$ cat config.mk
export PLATFORM = sky130hd
export DESIGN_NAME = pwm_generator_duty_frequency
export DESIGN_NICKNAME = d
export VERILOG_FILES = /design/src/rtl/pgdf_pkg.sv /design/src/rtl/pwm_generator_duty_frequency.sv
export VERILOG_INCLUDE_DIRS = /design/src /design/src/rtl
export SDC_FILE = /design/constraint.sdc
export NUM_CORES = 1
export LEC_CHECK = 0
export BUFFER_PORTS_ARGS = -buffer_cell sky130_fd_sc_hd__buf_2
export CAP_MARGIN = 20
export CORE_ASPECT_RATIO = 0.7
export CORE_UTILIZATION = 63
export DETAILED_ROUTE_END_ITERATION = 12
export HOLD_SLACK_MARGIN = 0.15
export PLACE_DENSITY = 0.82
export SYNTH_ARGS = -nofsm -noshare
export SYNTH_HDL_FRONTEND = slang
export SYNTH_SLANG_ARGS = --single-unit
$ cat constraint.sdc
create_clock -name clk -period 7 [get_ports clk]
set_input_delay 1.05 -clock clk [delete_from_list [all_inputs] [get_ports clk]]
set_output_delay 1.05 -clock clk [all_outputs]
set_load 0.02 [all_outputs]
$ cat src/rtl/pwm_generator_duty_frequency_macros.svh
// ----------------------------------------------------------------------------
// PWM generator assertion macros
// Shorthand for the concurrent checks used in the PWM generator.
// ----------------------------------------------------------------------------
`ifndef PWM_GENERATOR_DUTY_FREQUENCY_MACROS_SVH
`define PWM_GENERATOR_DUTY_FREQUENCY_MACROS_SVH

// Same-cycle implication, disabled during reset.
`define PGDF_ASSERT_IMPL(label, cond, prop) \
  label: assert property (@(posedge clk) disable iff (rst) (cond) |-> (prop)) \
    else $error("pwm generator check failed");

// Next-cycle implication, disabled during reset.
`define PGDF_ASSERT_NEXT(label, cond, prop) \
  label: assert property (@(posedge clk) disable iff (rst) (cond) |=> (prop)) \
    else $error("pwm generator check failed");

`endif

$ cat src/rtl/pgdf_pkg.sv
// ----------------------------------------------------------------------------
// PWM generator package
// Types and constants shared by the PWM generator.
// ----------------------------------------------------------------------------
package pgdf_pkg;

  typedef enum logic [4:0] {
    ST_IDLE = 5'b00001,
    ST_DIVP = 5'b00010,
    ST_MUL  = 5'b00100,
    ST_DIVH = 5'b01000,
    ST_DONE = 5'b10000
  } pgdf_state_t;

  // Register index, taken from paddr[2].
  localparam logic REG_DUTY = 1'b0;
  localparam logic REG_FREQ = 1'b1;

  localparam logic [7:0]  DUTY_RESET = 8'd128;
  localparam logic [15:0] FREQ_RESET = 16'd490;
  localparam logic [15:0] DUTY_FULL  = 16'd255;
  localparam logic [15:0] PERIOD_MAX = 16'hFFFF;

endpackage

$ cat src/rtl/pwm_generator_duty_frequency.sv
// ----------------------------------------------------------------------------
// PWM generator with 8-bit duty and frequency in hertz
// One tick in, one line value out. The period and high time are reloaded
// from the registers at each period start: a shared bit-serial divider gives
// the period and a shift-and-add reciprocal gives the division by 255.
// ----------------------------------------------------------------------------
// Channel   Direction  Handshake            Payload
// in        input      in_valid / in_stall  stop_request
// out       output     out_valid/out_stall  line_level, period_start, is_stopped
// cfg       APB        psel/penable/pready  paddr[2:0], pwdata, prdata
//
// An ordinary tick goes straight into the result register. A tick at a
// period start runs DIV_W restoring divider steps, then the duty product,
// the divide by 255 and the posting of the result, which waits for the
// result register to be free.
// Reset is synchronous; the first tick after reset loads the timing.
// A result register and an output register part the two sides, so one
// tick can be taken while a result waits on a stalled output.
// ----------------------------------------------------------------------------
`include "pwm_generator_duty_frequency_macros.svh"

module pwm_generator_duty_frequency #(
  parameter int TICKS_PER_SECOND = 1000000
) (
  input  logic        clk,
  input  logic        rst,
  input  logic        in_valid,
  output logic        in_stall,
  input  logic        stop_request,
  output logic        out_valid,
  input  logic        out_stall,
  output logic        line_level,
  output logic        period_start,
  output logic        is_stopped,
  input  logic        psel,
  input  logic        penable,
  input  logic        pwrite,
  input  logic [2:0]  paddr,
  input  logic [31:0] pwdata,
  output logic [31:0] prdata,
  output logic        pready
);
  import pgdf_pkg::*;

  localparam int TPS_W = $clog2(TICKS_PER_SECOND + 1);
  localparam int DIV_W = (TPS_W > 24) ? TPS_W : 24;
  localparam int CNT_W = $clog2(DIV_W + 1);
  localparam logic [DIV_W-1:0] TPS_VAL = DIV_W'(TICKS_PER_SECOND);

  pgdf_state_t state;

  logic [7:0]  duty_level;
  logic [15:0] frequency_hz;
  logic [15:0] tick_in_period;
  logic [15:0] period_ticks;
  logic [15:0] high_ticks;
  logic        stopped;

  // Shared divider: dividend shifts out at the top while quotient bits enter.
  logic [DIV_W-1:0] dq;
  logic [15:0]      rem;
  logic [15:0]      divisor;
  logic [CNT_W-1:0] cnt;

  logic             res_valid;
  logic             res_line;
  logic             res_start;
  logic             res_stop;

  logic [16:0]      partial;
  logic             fits;
  logic [16:0]      diff;
  logic [15:0]      rem_step;
  logic [DIV_W-1:0] dq_step;
  logic [15:0]      period_sat;
  logic [23:0]      prod;
  logic [48:0]      recip;
  logic [16:0]      tick_inc;
  logic             res_move;
  logic             res_load;
  logic             in_accept;
  logic             cfg_write;

  assign partial  = {rem, dq[DIV_W-1]};
  assign fits     = partial >= {1'b0, divisor};
  assign diff     = partial - {1'b0, divisor};
  assign rem_step = fits ? diff[15:0] : partial[15:0];
  assign dq_step  = {dq[DIV_W-2:0], fits};

  always_comb begin
    if (|dq_step[DIV_W-1:16]) begin
      period_sat = PERIOD_MAX;
    end else if (dq_step[15:0] == 16'd0) begin
      period_sat = 16'd1;
    end else begin
      period_sat = dq_step[15:0];
    end
  end

  assign prod     = {8'd0, period_ticks} * {16'd0, duty_level};
  assign tick_inc = {1'b0, tick_in_period} + 17'd1;

  // Division by 255 as a multiply by 2^32/255 rounded up (0x01010102),
  // exact for every product below 2^24.
  assign recip = {1'b0, dq[23:0], 24'd0} + {9'd0, dq[23:0], 16'd0}
               + {17'd0, dq[23:0], 8'd0} + {24'd0, dq[23:0], 1'b0};

  assign res_move  = res_valid && (!out_valid || !out_stall);
  assign in_stall  = (state != ST_IDLE) || (res_valid && !res_move);
  assign in_accept = in_valid && !in_stall;
  assign res_load  = (state == ST_IDLE)
                   ? (in_accept && (stop_request || stopped || (tick_in_period != 16'd0)))
                   : ((state == ST_DONE) && (!res_valid || res_move));

  assign pready    = 1'b1;
  assign cfg_write = psel && penable && pwrite && pready;

  always_comb begin
    unique case (paddr[2])
      REG_DUTY: prdata = {24'd0, duty_level};
      REG_FREQ: prdata = {16'd0, frequency_hz};
      default:  prdata = 32'd0;
    endcase
  end

  always_ff @(posedge clk) begin
    if (rst) begin
      duty_level   <= DUTY_RESET;
      frequency_hz <= FREQ_RESET;
    end else if (cfg_write) begin
      unique case (paddr[2])
        REG_DUTY: duty_level   <= pwdata[7:0];
        REG_FREQ: frequency_hz <= pwdata[15:0];
        default: ;
      endcase
    end
  end

  always_ff @(posedge clk) begin
    if (rst) begin
      state          <= ST_IDLE;
      tick_in_period <= 16'd0;
      stopped        <= 1'b0;
      res_valid      <= 1'b0;
    end else begin
      if (res_load) begin
        res_valid <= 1'b1;
      end else if (res_move) begin
        res_valid <= 1'b0;
      end
      unique case (state)
        ST_IDLE: begin
          if (in_accept) begin
            if (stop_request || stopped) begin
              stopped   <= 1'b1;
              res_line  <= 1'b0;
              res_start <= 1'b0;
              res_stop  <= 1'b1;
            end else if (tick_in_period == 16'd0) begin
              dq      <= TPS_VAL;
              rem     <= 16'd0;
              divisor <= (frequency_hz == 16'd0) ? 16'd1 : frequency_hz;
              cnt     <= CNT_W'(DIV_W);
              state   <= ST_DIVP;
            end else begin
              res_line  <= tick_in_period < high_ticks;
              res_start <= 1'b0;
              res_stop  <= 1'b0;
              tick_in_period <= (tick_inc >= {1'b0, period_ticks}) ? 16'd0
                                                                   : tick_inc[15:0];
            end
          end
        end
        ST_DIVP: begin
          dq  <= dq_step;
          rem <= rem_step;
          cnt <= cnt - CNT_W'(1);
          if (cnt == CNT_W'(1)) begin
            period_ticks <= period_sat;
            state        <= ST_MUL;
          end
        end
        ST_MUL: begin
          dq    <= DIV_W'(prod);
          state <= ST_DIVH;
        end
        ST_DIVH: begin
          high_ticks <= recip[47:32];
          state      <= ST_DONE;
        end
        ST_DONE: begin
          // The period-start tick is the first of the period: position zero.
          if (!res_valid || res_move) begin
            res_line       <= high_ticks != 16'd0;
            res_start      <= 1'b1;
            res_stop       <= 1'b0;
            tick_in_period <= (period_ticks == 16'd1) ? 16'd0 : 16'd1;
            state          <= ST_IDLE;
          end
        end
        default: state <= ST_IDLE;
      endcase
    end
  end

  always_ff @(posedge clk) begin
    if (rst) begin
      out_valid <= 1'b0;
    end else if (res_move) begin
      out_valid <= 1'b1;
    end else if (!out_stall) begin
      out_valid <= 1'b0;
    end
  end

  always_ff @(posedge clk) begin
    if (res_move) begin
      line_level   <= res_line;
      period_start <= res_start;
      is_stopped   <= res_stop;
    end
  end

  `PGDF_ASSERT_NEXT(a_stop_sticky, stopped, stopped)
  `PGDF_ASSERT_IMPL(a_tick_range, (state == ST_IDLE) && !stopped && (tick_in_period != 16'd0), tick_in_period < period_ticks)
  `PGDF_ASSERT_IMPL(a_period_nonzero, state == ST_MUL, period_ticks != 16'd0)
  `PGDF_ASSERT_IMPL(a_high_le_period, state == ST_DONE, high_ticks <= period_ticks)

endmodule

==> flow_summary.toml <==
[route]
drt-initial-drc-count = 991
num_vias = 10905
drt_pass1_iterations = 5
wl_per_cell_um = 18.9
ant_nets = 0
via_per_inst = 6.12
drc_errors = 0
wirelength_mm = 33.7

[pwr]
powerDensity_nw_per_um2 = 148
ir_drop_uv = 198
p_total_mw = 2.22
p_leak_nw = 6.93

[timing]
period_share_pct = 80.8
slew_headroom_pct = 34.3
setup_violations = 0
hold_viol_final = 0
max_freq_mhz = 177
grt_setup_unrepaired = "false"
worst_pin_slew_ps = 985
min_period_ps = 5660
finalMaxSlewViolations = 0
clock_skew_ps = 11.0
tns_ps = 0

[grt]
grt_usage_pct = 30.2
grt_max_degree = 57
antenna_found_initial = 0
grt_pass1_wl_mm = 54.2
grt_pass1_vias = 10580
overflow = 0

[clock_tree]
htreeDepth = 4
post_cts_resized = 0
post_cts_buffers = 0
clkSinkCount = 147
clock-root-buffer = "clkbuf_16"
cts_buffers = 17
cts_tree = "yes"
clk_pin_slew_ps = 70
clk_latency_ps = 430
max-clock-path-buffers = 2
hold_buffers = 0

[die]
die_x_um = 181
start_util_pct = 64.6
coreArea_um2 = 21800
dieArea_um2 = 23000
boundaryPins = 81
rows = 45
die_y_um = 127

[logic_synthesis]
ys_seq_area_share_pct = 27.9
avgSynthCellArea_um2 = 9.59
yosys-top-cells-area = "edfxtp_1, ha_1, fa_1"
ys.flop_type = "edfxtp_1"
yosysTopAreaCellShare_pct = 21.1
synth-seq-cells = 147
async_flop_share_pct = 0
synth_edf_count = 99
yosysWarnings = 0
synth_largest_area_cell = "edfxtp_1"
synth_cells = 1472
synth.cell_area_um2 = 14100
ys_types = 73

[critical_path]
crit_arrival_ps = 5930
crit_type = "flop to flop"
cp.required_ps = 7270
critPathLaunchType = "flop"
crit_path_end_kind = "flop"
crit_fanout = 18

[cells_and_area]
ff_latch_area_um2 = 3930
nets = 1802
area_growth_pct = 6.44
fillers = 1619
layout-drive-gt1-share_pct = 9.41
diodes = 0
final_common_cell = "ha_1"
multi_input_area_um2 = 9270
final_cell_mix = "ha_1, inv_1, nand2_1, and2_1, fa_1"

[outcome]
outcome = "completed"

[place]
dpl.hpwl_mm = 24.9
gp_congestion = 0.891
numPortBuffers = 45

[flow_run]
maxCapViolCount = 0

[min_path]
hold_path.class = "flop to flop"
-- synth_stat cells (all sizes together), types with 14 or more instances --
cell and number:
ha 171, inv 166, nand2 122, and2 119
fa 102, edfxtp 99, a21oi 79, nor2 66
o21ai 57, clkbuf 52, dfxtp 48, xnor2 32
xor2 30, a21o 26, nor3 26, buf 22
and3 21, nand3 21, nor4 21, or2 16
nand4 14
-- worst max-delay path: stages (launching register included) --
cell and delay, ps:
dfxtp_1 810, nand2_1 170, fa_1 540, fa_1 490, inv_1 60, fa_1 540, inv_1 60, fa_1 520
inv_1 40, ha_1 300, inv_1 70, o22ai_1 270, o21ai_1 170, o31ai_1 540, o211ai_1 220, a21oi_1 290
o211ai_1 130, o41a_1 130, o21ai_1 140
-- power breakdown --
group	switching, mW	total, mW	internal, mW
Combinational	0.225	0.383	0.158
Sequential	0.0283	0.974	0.946
Clock	0.362	0.865	0.503
-- cell families (layout without fill, tap and decap cells) --
logic type               after synthesis  after routing  share of synthesized area (%)
buffers and inverters                240            252                           6.96
adder cells (fa/ha/maj)              273            273                           29.6
AO/OA/AOI/OAI                        251            251                           11.8
other                                  2             17                         0.0532
AND/OR/NAND/NOR                      478            478                           18.5
flip-flops                           147            147                           27.9
multiplexers                          19             19                           1.42
XOR/XNOR                              62             62                           3.85
-- registers in the layout, summed over array words and instances, names as in the netlist --
name and flops:
tick_in_period 16, res_line 1, is_stopped 1, duty_level 8, frequency_hz 16, high_ticks 16
res_valid 1, period_start 1, res_stop 1, cnt 5, period_ticks 16, stopped 1
res_start 1, out_valid 1, rem 16, line_level 1, state 5, dq 24
divisor 16
-- metrics by stage --
step | std cells | instance area (um^2) | worst slack [ps] | hold slack (ps) | utilization (%)
6_report | 1781 | 15000 | 1340 | 420 | 68.8
3_3_place_gp | 1747 | 14500 | 1680 | 401 | 66.2
4_1_cts | 1780 | 15000 | 1400 | 421 | 68.7
2_1_floorplan | 1487 | 14200 | 2150 | 400 | -
3_5_place_dp | 1748 | 14500 | 1520 | 407 | 66.2
5_1_grt | 1781 | 15000 | 1070 | 428 | 68.8
-- per-layer routing --
metal | share of wire, % | up-vias | track usage [%]
met1 | 46 | 5277 | 43.8
met2 | 43 | 523 | 45.8
met3 | 9.3 | 58 | 6.44
met5 | 0 | - | 0
met4 | 1.7 | 0 | 8.25
li1 | - | 5047 | -
-- final cells by class --
class	count	share of cell area (%)
tap	282	2.35
clock buffer	25	3.37
inverter	166	4.15
multi-input combinational	1100	61.7
clock inverter	7	0.291
timing repair buffer	54	1.97
sequential	147	26.2
-- worst paths after layout --
| path | slack [ps] | depth (start not counted) | start | to |
|---|---|---|---|---|
| worst max-delay path | 1340 | 18 | duty_level[4] | dq[22] |
| worst min-delay path | 420 | 0 | res_line | line_level |
| worst max register to register | 1340 | 18 | duty_level[4] | dq[22] |
| worst min register to register | 420 | 0 | res_line | line_level |
No activity file was read; power rests on OpenSTA's default activity.
